===== src/risp_pkg.sv =====
// Shared types, constants and helper functions for the radix integer string parser.
package risp_pkg;

    localparam int VALUE_WIDTH_DEF = 64;
    localparam int CH_W            = 8;
    localparam int RADIX_W         = 6;
    localparam int WIDX_W          = 4;

    // Parse phase within one string
    typedef enum logic [1:0] {
        PH_START,
        PH_AFTER_SIGN,
        PH_AFTER_ZERO,
        PH_DIGITS
    } t_phase;

    // Result classification
    typedef enum logic [1:0] {
        ST_NUMBER = 2'd0,
        ST_NAN    = 2'd1,
        ST_INF    = 2'd2
    } t_status;

    // One input word as held in the input register
    typedef struct packed {
        logic [CH_W-1:0]    ch;
        logic [RADIX_W-1:0] radix;
        logic               last;
        logic               empty_req;
    } t_item;

    // Control part of one result word
    typedef struct packed {
        t_status status;
        logic    negative;
        logic    overflow;
    } t_flags;

    // Decoded digit
    typedef struct packed {
        logic               ok;
        logic [RADIX_W-1:0] val;
    } t_digit;

    localparam logic [CH_W-1:0] CH_NUL   = 8'h00;
    localparam logic [CH_W-1:0] CH_PLUS  = "+";
    localparam logic [CH_W-1:0] CH_MINUS = "-";
    localparam logic [CH_W-1:0] CH_0     = "0";
    localparam logic [CH_W-1:0] CH_9     = "9";
    localparam logic [CH_W-1:0] CH_LA    = "a";
    localparam logic [CH_W-1:0] CH_LZ    = "z";
    localparam logic [CH_W-1:0] CH_UA    = "A";
    localparam logic [CH_W-1:0] CH_UZ    = "Z";
    localparam logic [CH_W-1:0] CH_LX    = "x";
    localparam logic [CH_W-1:0] CH_UX    = "X";

    localparam logic [RADIX_W-1:0] RADIX_AUTO   = 6'd0;
    localparam logic [RADIX_W-1:0] RADIX_OCT    = 6'd8;
    localparam logic [RADIX_W-1:0] RADIX_DEC    = 6'd10;
    localparam logic [RADIX_W-1:0] RADIX_HEX    = 6'd16;
    localparam logic [RADIX_W-1:0] RADIX_XLIMIT = 6'd34;
    localparam logic [RADIX_W-1:0] ALPHA_BASE   = 6'd10;

    // Word match: index 8 waits for a terminator, index 9 is locked equal
    localparam logic [WIDX_W-1:0] WIDX_TERM = 4'd8;
    localparam logic [WIDX_W-1:0] WIDX_LOCK = 4'd9;

    function automatic t_digit digit_of(input logic [CH_W-1:0] c);
        t_digit r;
        r.ok  = 1'b1;
        r.val = '0;
        if (c >= CH_0 && c <= CH_9) begin
            r.val = RADIX_W'(c - CH_0);
        end else if (c >= CH_LA && c <= CH_LZ) begin
            r.val = RADIX_W'(c - CH_LA) + ALPHA_BASE;
        end else if (c >= CH_UA && c <= CH_UZ) begin
            r.val = RADIX_W'(c - CH_UA) + ALPHA_BASE;
        end else begin
            r.ok = 1'b0;
        end
        return r;
    endfunction

    // Characters of "Infinity"
    function automatic logic [CH_W-1:0] inf_char(input logic [2:0] idx);
        logic [CH_W-1:0] r;
        unique case (idx)
            3'd0:    r = "I";
            3'd1:    r = "n";
            3'd2:    r = "f";
            3'd3:    r = "i";
            3'd4:    r = "n";
            3'd5:    r = "i";
            3'd6:    r = "t";
            default: r = "y";
        endcase
        return r;
    endfunction

endpackage


===== src/radix_integer_string_parser.sv =====
// Top level of the radix integer string parser: input register, parse step, result register.
//
//  channel | direction | handshake                 | payload
//  --------+-----------+---------------------------+---------------------------------------
//  in      | sink      | i_in_valid / o_in_stall   | i_ch, i_radix, i_last, i_empty_req
//  out     | source    | o_out_valid / i_out_stall | o_status, o_value, o_negative, o_overflow
//
// One character word per cycle sustained while no word that ends a string
// waits on a stalled result; a word is held in the input register from its
// accepting edge, and a result it ends goes through the parse step into the
// result register. The parse step is one multiply-add of the accumulator by
// the radix plus prefix and word-match logic; the parse state is its only loop.
// Reset (i_rst_n low, synchronous) empties both registers and returns the
// parse state to start of string.
// A stalled result only holds back words that end a string; other
// characters keep flowing into the parse state until such a word is held.
module radix_integer_string_parser #(
    parameter int VALUE_WIDTH = risp_pkg::VALUE_WIDTH_DEF
) (
    input  logic                          i_clk,
    input  logic                          i_rst_n,
    input  logic                          i_in_valid,
    output logic                          o_in_stall,
    input  logic [risp_pkg::CH_W-1:0]     i_ch,
    input  logic [risp_pkg::RADIX_W-1:0]  i_radix,
    input  logic                          i_last,
    input  logic                          i_empty_req,
    output logic                          o_out_valid,
    input  logic                          i_out_stall,
    output logic [1:0]                    o_status,
    output logic signed [VALUE_WIDTH-1:0] o_value,
    output logic                          o_negative,
    output logic                          o_overflow
);

    risp_pkg::t_item        in_item;
    risp_pkg::t_item        held_item;
    logic                   held_valid;
    logic                   advance;
    logic                   out_free;
    logic                   res_valid;
    risp_pkg::t_flags       res_flags;
    logic [VALUE_WIDTH-1:0] res_value;
    risp_pkg::t_flags       out_flags;
    logic [VALUE_WIDTH-1:0] out_value;

    assign in_item.ch        = i_ch;
    assign in_item.radix     = i_radix;
    assign in_item.last      = i_last;
    assign in_item.empty_req = i_empty_req;

    // Input register: frees as soon as its word moves into the parse state
    risp_in_reg u_in_reg (
        .i_clk     (i_clk),
        .i_rst_n   (i_rst_n),
        .i_valid   (i_in_valid),
        .i_item    (in_item),
        .i_advance (advance),
        .o_stall   (o_in_stall),
        .o_valid   (held_valid),
        .o_item    (held_item)
    );

    // Parse step: a word ending a string needs room in the result register
    risp_core #(
        .VALUE_WIDTH (VALUE_WIDTH)
    ) u_core (
        .i_clk        (i_clk),
        .i_rst_n      (i_rst_n),
        .i_item_valid (held_valid),
        .i_item       (held_item),
        .i_out_free   (out_free),
        .o_advance    (advance),
        .o_res_valid  (res_valid),
        .o_res_flags  (res_flags),
        .o_res_value  (res_value)
    );

    // Result register
    risp_out_reg #(
        .VALUE_WIDTH (VALUE_WIDTH)
    ) u_out_reg (
        .i_clk   (i_clk),
        .i_rst_n (i_rst_n),
        .i_load  (res_valid),
        .i_flags (res_flags),
        .i_value (res_value),
        .i_stall (i_out_stall),
        .o_free  (out_free),
        .o_valid (o_out_valid),
        .o_flags (out_flags),
        .o_value (out_value)
    );

    assign o_status   = out_flags.status;
    assign o_value    = out_value;
    assign o_negative = out_flags.negative;
    assign o_overflow = out_flags.overflow;

    // Saturation is only reported on numeric results
    a_ovf_numeric: assert property (@(posedge i_clk) disable iff (!i_rst_n)
        o_out_valid && o_overflow |-> o_status == risp_pkg::ST_NUMBER)
        else $error("overflow flagged on non-numeric result");

    // NaN and infinity carry a clean payload
    a_special_clean: assert property (@(posedge i_clk) disable iff (!i_rst_n)
        o_out_valid && o_status != risp_pkg::ST_NUMBER
        |-> o_value == '0 && !o_negative && !o_overflow)
        else $error("special result with nonzero payload");

    // An unsigned result never shows a negative value
    a_sign_match: assert property (@(posedge i_clk) disable iff (!i_rst_n)
        o_out_valid && !o_negative |-> !o_value[VALUE_WIDTH-1])
        else $error("positive result with sign bit set");

    // Input backpressure only comes from a held, stalled result
    a_stall_source: assert property (@(posedge i_clk) disable iff (!i_rst_n)
        o_in_stall |-> o_out_valid && i_out_stall)
        else $error("input stalled without output backpressure");

endmodule


===== src/risp_in_reg.sv =====
// Input register with stall toward the upstream side.
module risp_in_reg (
    input  logic            i_clk,
    input  logic            i_rst_n,
    input  logic            i_valid,
    input  risp_pkg::t_item i_item,
    input  logic            i_advance,
    output logic            o_stall,
    output logic            o_valid,
    output risp_pkg::t_item o_item
);

    logic            r_valid;
    risp_pkg::t_item r_item;
    logic            accept;

    assign o_stall = r_valid && !i_advance;
    assign accept  = i_valid && !o_stall;
    assign o_valid = r_valid;
    assign o_item  = r_item;

    always_ff @(posedge i_clk) begin
        if (!i_rst_n) begin
            r_valid <= 1'b0;
        end else if (accept) begin
            r_valid <= 1'b1;
        end else if (i_advance) begin
            r_valid <= 1'b0;
        end
    end

    always_ff @(posedge i_clk) begin
        if (accept) begin
            r_item <= i_item;
        end
    end

endmodule


===== src/risp_core.sv =====
// Per-character parse step: prefix handling, word match and radix multiply-add.
module risp_core #(
    parameter int VALUE_WIDTH = risp_pkg::VALUE_WIDTH_DEF
) (
    input  logic                   i_clk,
    input  logic                   i_rst_n,
    input  logic                   i_item_valid,
    input  risp_pkg::t_item        i_item,
    input  logic                   i_out_free,
    output logic                   o_advance,
    output logic                   o_res_valid,
    output risp_pkg::t_flags       o_res_flags,
    output logic [VALUE_WIDTH-1:0] o_res_value
);

    localparam int AW = VALUE_WIDTH - 1;
    localparam int PW = AW + risp_pkg::RADIX_W + 1;

    risp_pkg::t_phase                  r_phase, n_phase;
    logic                              r_sign, n_sign;
    logic [risp_pkg::RADIX_W-1:0]      r_radix, n_radix;
    logic [AW-1:0]                     r_acc, n_acc;
    logic                              r_seen, n_seen;
    logic                              r_stopped, n_stopped;
    logic                              r_forced, n_forced;
    logic                              r_ovf, n_ovf;
    logic [risp_pkg::WIDX_W-1:0]       r_widx, n_widx;
    logic                              r_wmatch, n_wmatch;

    logic                              produce;
    logic                              first_body;
    logic                              take_en;
    logic                              is_x;
    risp_pkg::t_digit                  dg;
    logic [PW-1:0]                     prod_sum;
    logic [VALUE_WIDTH-1:0]            mag;

    assign produce     = i_item.last || i_item.empty_req;
    assign o_advance   = i_item_valid && (!produce || i_out_free);
    assign o_res_valid = i_item_valid && produce && i_out_free;
    assign is_x        = (i_item.ch == risp_pkg::CH_LX) || (i_item.ch == risp_pkg::CH_UX);
    assign dg          = risp_pkg::digit_of(i_item.ch);

    // "Infinity" tracking, C string compare semantics
    always_comb begin
        n_widx   = r_widx;
        n_wmatch = r_wmatch;
        if (r_wmatch && r_widx < risp_pkg::WIDX_LOCK) begin
            if (r_widx == risp_pkg::WIDX_TERM) begin
                if (i_item.ch == risp_pkg::CH_NUL) begin
                    n_widx = risp_pkg::WIDX_LOCK;
                end else begin
                    n_wmatch = 1'b0;
                end
            end else if (i_item.ch == risp_pkg::inf_char(r_widx[2:0])) begin
                n_widx = r_widx + 1'b1;
            end else begin
                n_wmatch = 1'b0;
            end
        end
    end

    // Prefix / phase logic
    always_comb begin
        n_phase    = r_phase;
        n_sign     = r_sign;
        n_radix    = r_radix;
        n_forced   = r_forced;
        first_body = 1'b0;
        take_en    = 1'b0;
        n_seen     = r_seen;
        unique case (r_phase)
            risp_pkg::PH_START: begin
                n_radix = i_item.radix;
                if (i_item.ch == risp_pkg::CH_PLUS) begin
                    n_phase = risp_pkg::PH_AFTER_SIGN;
                end else if (i_item.ch == risp_pkg::CH_MINUS) begin
                    n_sign  = 1'b1;
                    n_phase = risp_pkg::PH_AFTER_SIGN;
                end else begin
                    first_body = 1'b1;
                end
            end
            risp_pkg::PH_AFTER_SIGN: begin
                first_body = 1'b1;
            end
            risp_pkg::PH_AFTER_ZERO: begin
                n_phase = risp_pkg::PH_DIGITS;
                if (is_x && r_radix < risp_pkg::RADIX_XLIMIT) begin
                    if (r_radix != risp_pkg::RADIX_AUTO && r_radix != risp_pkg::RADIX_HEX) begin
                        n_forced = 1'b1;
                    end else begin
                        n_radix = risp_pkg::RADIX_HEX;
                    end
                end else begin
                    // leading zero either picks octal or counts as a digit
                    if (r_radix == risp_pkg::RADIX_AUTO) begin
                        n_radix = risp_pkg::RADIX_OCT;
                    end else begin
                        n_seen = 1'b1;
                    end
                    take_en = 1'b1;
                end
            end
            risp_pkg::PH_DIGITS: begin
                take_en = 1'b1;
            end
        endcase
        if (first_body) begin
            if (i_item.ch == risp_pkg::CH_0 && !i_item.last) begin
                n_phase = risp_pkg::PH_AFTER_ZERO;
            end else begin
                if (n_radix == risp_pkg::RADIX_AUTO) begin
                    n_radix = risp_pkg::RADIX_DEC;
                end
                n_phase = risp_pkg::PH_DIGITS;
                take_en = 1'b1;
            end
        end
    end

    // Digit accumulate; overflow when the sum spills past AW bits
    assign prod_sum = PW'(r_acc) * PW'(n_radix) + PW'(dg.val);

    always_comb begin
        n_acc     = r_acc;
        n_stopped = r_stopped;
        n_ovf     = r_ovf;
        if (take_en && !n_forced && !r_stopped) begin
            if (!dg.ok || dg.val >= n_radix) begin
                n_stopped = 1'b1;
            end else if (!r_ovf) begin
                if (|prod_sum[PW-1:AW]) begin
                    n_acc = {AW{1'b1}};
                    n_ovf = 1'b1;
                end else begin
                    n_acc = prod_sum[AW-1:0];
                end
            end
        end
    end

    // Seen flag follows any accepted digit
    logic digit_taken;
    assign digit_taken = take_en && !n_forced && !r_stopped && dg.ok && (dg.val < n_radix);

    // Result formation
    always_comb begin
        mag                  = {1'b0, n_acc};
        o_res_flags.status   = risp_pkg::ST_NUMBER;
        o_res_flags.negative = 1'b0;
        o_res_flags.overflow = 1'b0;
        o_res_value          = '0;
        if (i_item.empty_req) begin
            o_res_flags.status = risp_pkg::ST_NAN;
        end else if (n_forced) begin
            o_res_flags.status = risp_pkg::ST_NUMBER;
        end else if (!(n_seen || digit_taken)) begin
            if (n_wmatch && n_widx >= risp_pkg::WIDX_TERM) begin
                o_res_flags.status = risp_pkg::ST_INF;
            end else begin
                o_res_flags.status = risp_pkg::ST_NAN;
            end
        end else begin
            o_res_value          = n_sign ? -mag : mag;
            o_res_flags.negative = n_sign;
            o_res_flags.overflow = n_ovf;
        end
    end

    always_ff @(posedge i_clk) begin
        if (!i_rst_n || (o_advance && produce)) begin
            r_phase   <= risp_pkg::PH_START;
            r_sign    <= 1'b0;
            r_radix   <= '0;
            r_acc     <= '0;
            r_seen    <= 1'b0;
            r_stopped <= 1'b0;
            r_forced  <= 1'b0;
            r_ovf     <= 1'b0;
            r_widx    <= '0;
            r_wmatch  <= 1'b1;
        end else if (o_advance) begin
            r_phase   <= n_phase;
            r_sign    <= n_sign;
            r_radix   <= n_radix;
            r_acc     <= n_acc;
            r_seen    <= n_seen || digit_taken;
            r_stopped <= n_stopped;
            r_forced  <= n_forced;
            r_ovf     <= n_ovf;
            r_widx    <= n_widx;
            r_wmatch  <= n_wmatch;
        end
    end

endmodule


===== src/risp_out_reg.sv =====
// Result register holding one word until the downstream side takes it.
module risp_out_reg #(
    parameter int VALUE_WIDTH = risp_pkg::VALUE_WIDTH_DEF
) (
    input  logic                   i_clk,
    input  logic                   i_rst_n,
    input  logic                   i_load,
    input  risp_pkg::t_flags       i_flags,
    input  logic [VALUE_WIDTH-1:0] i_value,
    input  logic                   i_stall,
    output logic                   o_free,
    output logic                   o_valid,
    output risp_pkg::t_flags       o_flags,
    output logic [VALUE_WIDTH-1:0] o_value
);

    logic                   r_valid;
    risp_pkg::t_flags       r_flags;
    logic [VALUE_WIDTH-1:0] r_value;

    assign o_free  = !r_valid || !i_stall;
    assign o_valid = r_valid;
    assign o_flags = r_flags;
    assign o_value = r_value;

    always_ff @(posedge i_clk) begin
        if (!i_rst_n) begin
            r_valid <= 1'b0;
        end else if (i_load) begin
            r_valid <= 1'b1;
        end else if (!i_stall) begin
            r_valid <= 1'b0;
        end
    end

    always_ff @(posedge i_clk) begin
        if (i_load) begin
            r_flags <= i_flags;
            r_value <= i_value;
        end
    end

endmodule


===== config.mk =====
export PLATFORM = sky130hd
export DESIGN_NAME = radix_integer_string_parser
export DESIGN_NICKNAME = d
export VERILOG_FILES = /design/src/risp_pkg.sv /design/src/radix_integer_string_parser.sv /design/src/risp_in_reg.sv /design/src/risp_core.sv /design/src/risp_out_reg.sv
export SDC_FILE = /design/constraint.sdc
export NUM_CORES = 1
export LEC_CHECK = 0
export BUFFER_PORTS_ARGS = -buffer_cell sky130_fd_sc_hd__buf_2
export CORE_ASPECT_RATIO = 1.25
export CORE_UTILIZATION = 55
export DETAILED_ROUTE_END_ITERATION = 8
export GPL_TIMING_DRIVEN = 1
export PLACE_DENSITY = 0.79
export RECOVER_POWER = 100
export SYNTH_ARGS = -nofsm -noshare
export SYNTH_HDL_FRONTEND = slang
export SYNTH_HIERARCHICAL = 1
export SYNTH_SLANG_ARGS = --single-unit

===== constraint.sdc =====
create_clock -name i_clk -period 13.7 [get_ports i_clk]
set_clock_uncertainty 0.15 [all_clocks]
set_input_delay 1.37 -clock i_clk [delete_from_list [all_inputs] [get_ports i_clk]]
set_output_delay 1.37 -clock i_clk [all_outputs]
set_load 0.03 [all_outputs]

==> results of run 1 <==
[state kept, by name, summed over array words and instances, names as in the netlist]
name               cells
u_core/r_acc          63
u_core/r_radix         6
u_core/r_wmatch        1
u_core/r_seen          1
u_core/r_phase         2
u_out_reg/o_value     64
u_core/r_ovf           1
u_out_reg/o_valid      1
u_core/r_sign          1
u_in_reg/o_valid       1
u_core/r_forced        1
u_core/r_widx          4
u_core/r_stopped       1
u_out_reg/o_flags      4
u_in_reg/o_item       16
[cell usage after synthesis, drive strengths merged, types with 10 or more instances]
cell type	n	area, um^2
o21ai	119	596
o211ai	16	139
nor3	53	277
o21bai	10	75.1
o22a	17	149
nor2b	188	1180
nor4	44	388
dfxtp	83	1660
buf	55	269
mux2i	10	100
o31ai	15	123
or3	22	138
o21a	16	120
ha	166	2080
nand4	45	315
and4	13	114
clkbuf	117	443
o22ai	20	125
or2	13	81.3
inv	92	345
nor2	239	897
nand2	190	716
xnor2	53	464
edfxtp	84	2520
a21o	24	180
nand2b	22	138
nand3	26	135
xor2	67	587
a2111oi	10	103
a31oi	24	156
a211oi	24	185
fa	248	4960
o221a	12	135
and2	204	1280
a21oi	201	1010
[cell families after synthesis]
logic type,after synthesis
flip-flops,167
AND/OR/NAND/NOR,1090
AO/OA/AOI/OAI,597
XOR/XNOR,120
adder cells (fa/ha/maj),414
multiplexers,12
buffers and inverters,265
[per-layer routing]
metal,global-route usage (%),wire length [um],up-vias
met5,0,0,-
met4,29.3,7380,0
met3,6.63,5370,369
met1,39.8,26600,10400
li1,-,-,9237
met2,62.5,38200,1178
[worst min-delay path, stage by stage, from the launching register on]
cell and delay [ns]:
dfxtp_1 0.35, nand2_1 0.07, a21oi_1 0.05
[layout make-up]
class | count | area (um^2) | area share (%)
clock buffer | 17 | 425 | 1.74
sequential | 167 | 4180 | 17.2
tap | 552 | 691 | 2.83
antenna | 1 | 2.50 | 0.0103
multi-input combinational | 2233 | 18000 | 74.0
timing repair buffer | 113 | 515 | 2.11
clock inverter | 15 | 166 | 0.683
inverter | 93 | 349 | 1.43
[where the power goes]
group | switching (W) | internal, W | leakage (nW)
combinational | 0.000561 | 0.000247 | 8.82
clock | 0.000225 | 0.000273 | 0.282
sequential | 0.0000388 | 0.000554 | 1.45
total | 0.000825 | 0.00107 | 10.6
[stage by stage]
step | instances | total power, W | setup slack [ns]
finish | 3191 | 0.00190 | 0.981
detailed placement | 3158 | 0.00139 | 1.92
global placement | 3158 | 0.00138 | 1.96
global route | 3190 | 0.00198 | 0.390
CTS | 3190 | 0.00189 | 1.78
floorplan | 2665 | 0.00116 | 3.93
[worst paths after layout]
| path | from | to | cells past startpoint |
|---|---|---|---|
| setup / recovery | u_in_reg/o_item[12] | u_out_reg/o_value[61] | 32 |
| hold reg to reg | u_core/r_radix[4] | u_core/r_radix[4] | 2 |
| setup reg to reg | u_in_reg/o_item[12] | u_out_reg/o_value[61] | 32 |
| hold / removal | u_core/r_radix[4] | u_core/r_radix[4] | 2 |
==> metrics.txt, run 1 <==
status finished with violations; violated checks capacitance limit, slew limit; Final Wtd Congestion 1.04; Net count, final 3059; Clock Sinks 167; final setup fails 0; Max Freq 0.0786 GHz; Total Die Area 43200 um^2; Layout area overhead 4.62%; CTS H-tree depth 4; Num CTS Buffers 17; RSZ-0062 raised after global routing no; Initial Util 56.2%; Congestion Overflow GR 0; Post-synth ARST share 0%; clock slew at reported path FFs 0.07 ns; max-slew violations 253; Die Ht 232 um; EDFF count, synth 84; Finished Cell Area about 24000 um^2; Synth Area in Adders 30.2%; clk_lat worst skew between 0.4 and 0.5 ns; Critical Path RT 13.61 ns; worst min path class reg2reg; largest family of logic cells by synthesized area adder cells; Setup CP Type reg2reg; Routed WL per cell between 20 and 25 um; core area 41400 um^2; final hold violation count 0; Slew @ Worst Pin 3.00 ns; VDD IR max approximately 0.1 mV; Seq/Total Area, Yosys 18.0%; Top delay family on crit path compound AO/OA/AOI/OAI gates; total track usage between 30% and 40%; WP buf/inv 4; layout cells sized above 1 5.04%; Iteration-0 DRC Markers 1936; pwr dens 77.9 nW/um^2; CTS max path bufs 2; most frequent cells in the layout fa_1 (248), nor2_1 (239), and2_1 (201); Avg Inst Size Synth 8.75 um^2; drt pass-1 iters 8; Post-Syn Area 23300 um^2; ys flop type edfxtp_1; period utilisation layout 92.8%; post-CTS setup buffer count 0; Vias 21200; max cap viols 5; yosys warns 6; Syn Inst Count 2665; Leakage Power approximately 11 nW; largest net degree at the start of global routing 67; setup TNS 0 ns; # fillers approximately 3700; Worst setup EP type register; CP Launch Type register; leading cell type in the layout, fill and taps excluded fa_1; CTS resizes 0; crit path time final ~13 ns; Final ANT Viol Nets 0; Max FO, Critical Path between 60 and 70; io pins 90; mux contribution to synthesized area 0.526%; Die W roughly 190 um; std cell rows 83; Yosys reg bits around 170; Synth Area in Compound Gates 16.9%; Final Util 58.8%; Post-CTS Hold Buffers 0; # port buffers 89; initial antenna violation count 2; Worst path slowest cell nor3_4; Synth Net Count 3099; first-pass GRT wire length 120000 um; Netlist cell types 103; Final HPWL DP 60100 um; DP Area 24000 um^2; Slew headroom -99.9%; max incr delay on CP 0.79 ns; CTS tree done; vias in the first global route around 21000; root buf cell clkbuf_16; FF-to-FF setup slack 0.98 ns; worst hold slack 0.371 ns; Routed WL 77600 um; post-DR vias/cell ~6.6; crit path DAT 12.63 ns; Synth Area in XOR/XNOR between 4 and 5%; DRC viols 0; simple-gate share of the synthesized area 25.4%
No activity file was read; power rests on OpenSTA's default activity.
==> run 2, diff against run 1 <==
--- a/config.mk
+++ b/config.mk
@@ -5,6 +5,7 @@
 export SDC_FILE = /design/constraint.sdc
 export NUM_CORES = 1
 export LEC_CHECK = 0
+export ABC_AREA = 1
 export BUFFER_PORTS_ARGS = -buffer_cell sky130_fd_sc_hd__buf_2
 export CORE_ASPECT_RATIO = 1.25
 export CORE_UTILIZATION = 55
@@ -12,6 +13,7 @@
 export GPL_TIMING_DRIVEN = 1
 export PLACE_DENSITY = 0.79
 export RECOVER_POWER = 100
+export SLEW_MARGIN = 20
 export SYNTH_ARGS = -nofsm -noshare
 export SYNTH_HDL_FRONTEND = slang
 export SYNTH_HIERARCHICAL = 1
==> run 2 against run 1 <==
Effect of this change: the flow still finishes with violations (capacitance limit, slew limit); routed wire length is 5.4% lower; synthesized cell count rose by 22%; setup slack gained 0.76 ns; largest cell class unchanged; highest routed layer unchanged.
==> metrics.txt, run 2 <==
largest net degree at the start of global routing between 100 and 150; Clock Sinks 167; yosys warns 6; Max Freq 0.0836 GHz; io pins 90; Seq/Total Area, Yosys a little under a fifth; Synth Net Count 3679; Slew headroom -117%; core area 41100 um^2; area leader, netlist fa_1; Syn Inst Count 3245; post-CTS setup buffer count 0; Initial Util 56.0%; DRC viols 0; Max FO, Critical Path 43; Final HPWL DP 57700 um; Vias 22200; CTS tree done; VDD IR max 0.0726 mV; # port buffers 89; setup TNS 0 ns; final hold violation count 0; total track usage 35.5%; # fillers a little under 4000; register area 4180 um^2; Critical Path RT approximately 14 ns; Num CTS Buffers 17; count leader, synth nand2_1; Layout area overhead 5.19%; pwr dens around 95 nW/um^2; Final ANT Viol Nets 0; max incr delay on CP 1.32 ns; Iteration-0 DRC Markers roughly 2200; CP Launch Type register; RSZ-0062 raised after global routing no; Avg Inst Size Synth 7.09 um^2; final setup margin 1.74 ns; period utilisation layout 87.3%; CTS max path bufs 2; top-area cell type share of the netlist area between 20% and 30%; max-slew violations 306; Synth area leaders fa_1 (22%), nand2_1 (12%), edfxtp_1 (11%), nor2_1 (11%), ha_1 (9.0%); drt pass-1 iters 6; multi-input combinational cell area 16700 um^2; max cap viols 6; worst min path class reg2reg; crit path DAT between 10 and 15 ns; dpl ws 3.13 ns; std cell rows 83; Post-synth ARST share 0%; Post-CTS Hold Buffers 0; CTS H-tree depth 4; worst hold slack 0.338 ns; post-DR vias/cell 5.78; most instantiated cells after synthesis nand2_1 (722), nor2_1 (670), inv_1 (408); status finished with violations; Leakage Power roughly 13 nW; clock slew at reported path FFs roughly 0.07 ns; Most common cell on crit path nand2_1; violated checks capacitance limit, slew limit; vias in the first global route ~22000; max reg flops 64; CTS resizes 0; root buf cell clkbuf_16; EDFF count, synth 84; Routed WL 73400 um; Die Ht around 230 um; Setup CP Type reg2reg; Slew @ Worst Pin 3.25 ns; layout cells sized above 1 approximately 3.9%; Finished Cell Area approximately 24000 um^2; Post-Syn Area 23000 um^2; Routed WL per cell 19.1 um; most frequent cells in the layout nand2_1 (733), nor2_1 (673), inv_1 (414); leading cell type in the layout, fill and taps excluded nand2_1; initial antenna violation count 1; Congestion Overflow GR 0; crit path time final 11.96 ns; Net count, final 3706; Die W 185 um; clk_lat worst skew 0.45 ns; Yosys reg bits roughly 170; Total Die Area between 40000 and 50000 um^2; DP Area 23900 um^2; first-pass GRT wire length 117000 um; Worst path slowest cell inv_1; Netlist cell types 57; Final Wtd Congestion about 1.0; ys flop type edfxtp_1; Worst setup EP type register; final setup fails 0
==> run 2: layout make-up <==
cell class                 instances  share of cell area (%)
multi-input combinational       2549                    68.9
timing repair buffer             103                    1.82
tap                              552                    2.85
sequential                       167                    17.3
clock inverter                    15                   0.656
antenna                            1                  0.0103
clock buffer                      17                    1.76
inverter                         434                    6.74
==> run 2: final timing paths <==
path,from,end,slack [ns],depth (start not counted)
max reg2reg,u_in_reg/o_item[12],u_out_reg/o_value[56],1.74,48
min,u_out_reg/o_valid,u_out_reg/o_valid,0.34,2
min reg2reg,u_out_reg/o_valid,u_out_reg/o_valid,0.34,2
max,u_in_reg/o_item[12],u_out_reg/o_value[56],1.74,48
==> run 2: logic make-up after synthesis <==
family | after synthesis | synth area share [%]
AND/OR/NAND/NOR | 1634 | 29.2
buffers and inverters | 529 | 8.96
AO/OA/AOI/OAI | 443 | 10.8
adder cells (fa/ha/maj) | 414 | 30.6
flip-flops | 167 | 18.2
XOR/XNOR | 58 | 2.21
==> run 2: report_power, final <==
| group | internal [W] | switching (W) |
|---|---|---|
| clock network | 0.000244 | 0.000244 |
| logic | 0.000370 | 0.000858 |
| registers | 0.000560 | 0.0000234 |
==> run 2: metrics by stage <==
| stage | instances | total power (W) | util [%] |
|---|---|---|---|
| after CTS | 3837 | 0.00229 | 59.5 |
| after floorplan | 3245 | 0.00148 | - |
| after global placement | 3805 | 0.00179 | 58.1 |
| final | 3838 | 0.00230 | 58.9 |
| after detailed placement | 3805 | 0.00180 | 58.1 |
| after global routing | 3838 | 0.00245 | 58.9 |
==> run 2: worst max-delay path: cells and delay by family (launching register included) <==
kind / cells / cell delay [ns]
AOI/OAI and AO/OA: 1 / 0.45
DFF: 1 / 0.58
buffers and inverters: 9 / 2.48
and+or+nand+nor: 32 / 5.40
adders and majority gates: 6 / 2.68
==> run 2: per-layer routing <==
layer	wire (um)	vias up	global-route usage (%)
met5	0	-	0
met4	5770	0	25.1
met3	5970	310	5.96
met2	34200	1155	57.7
met1	27500	10400	42.6
li1	-	10300	-
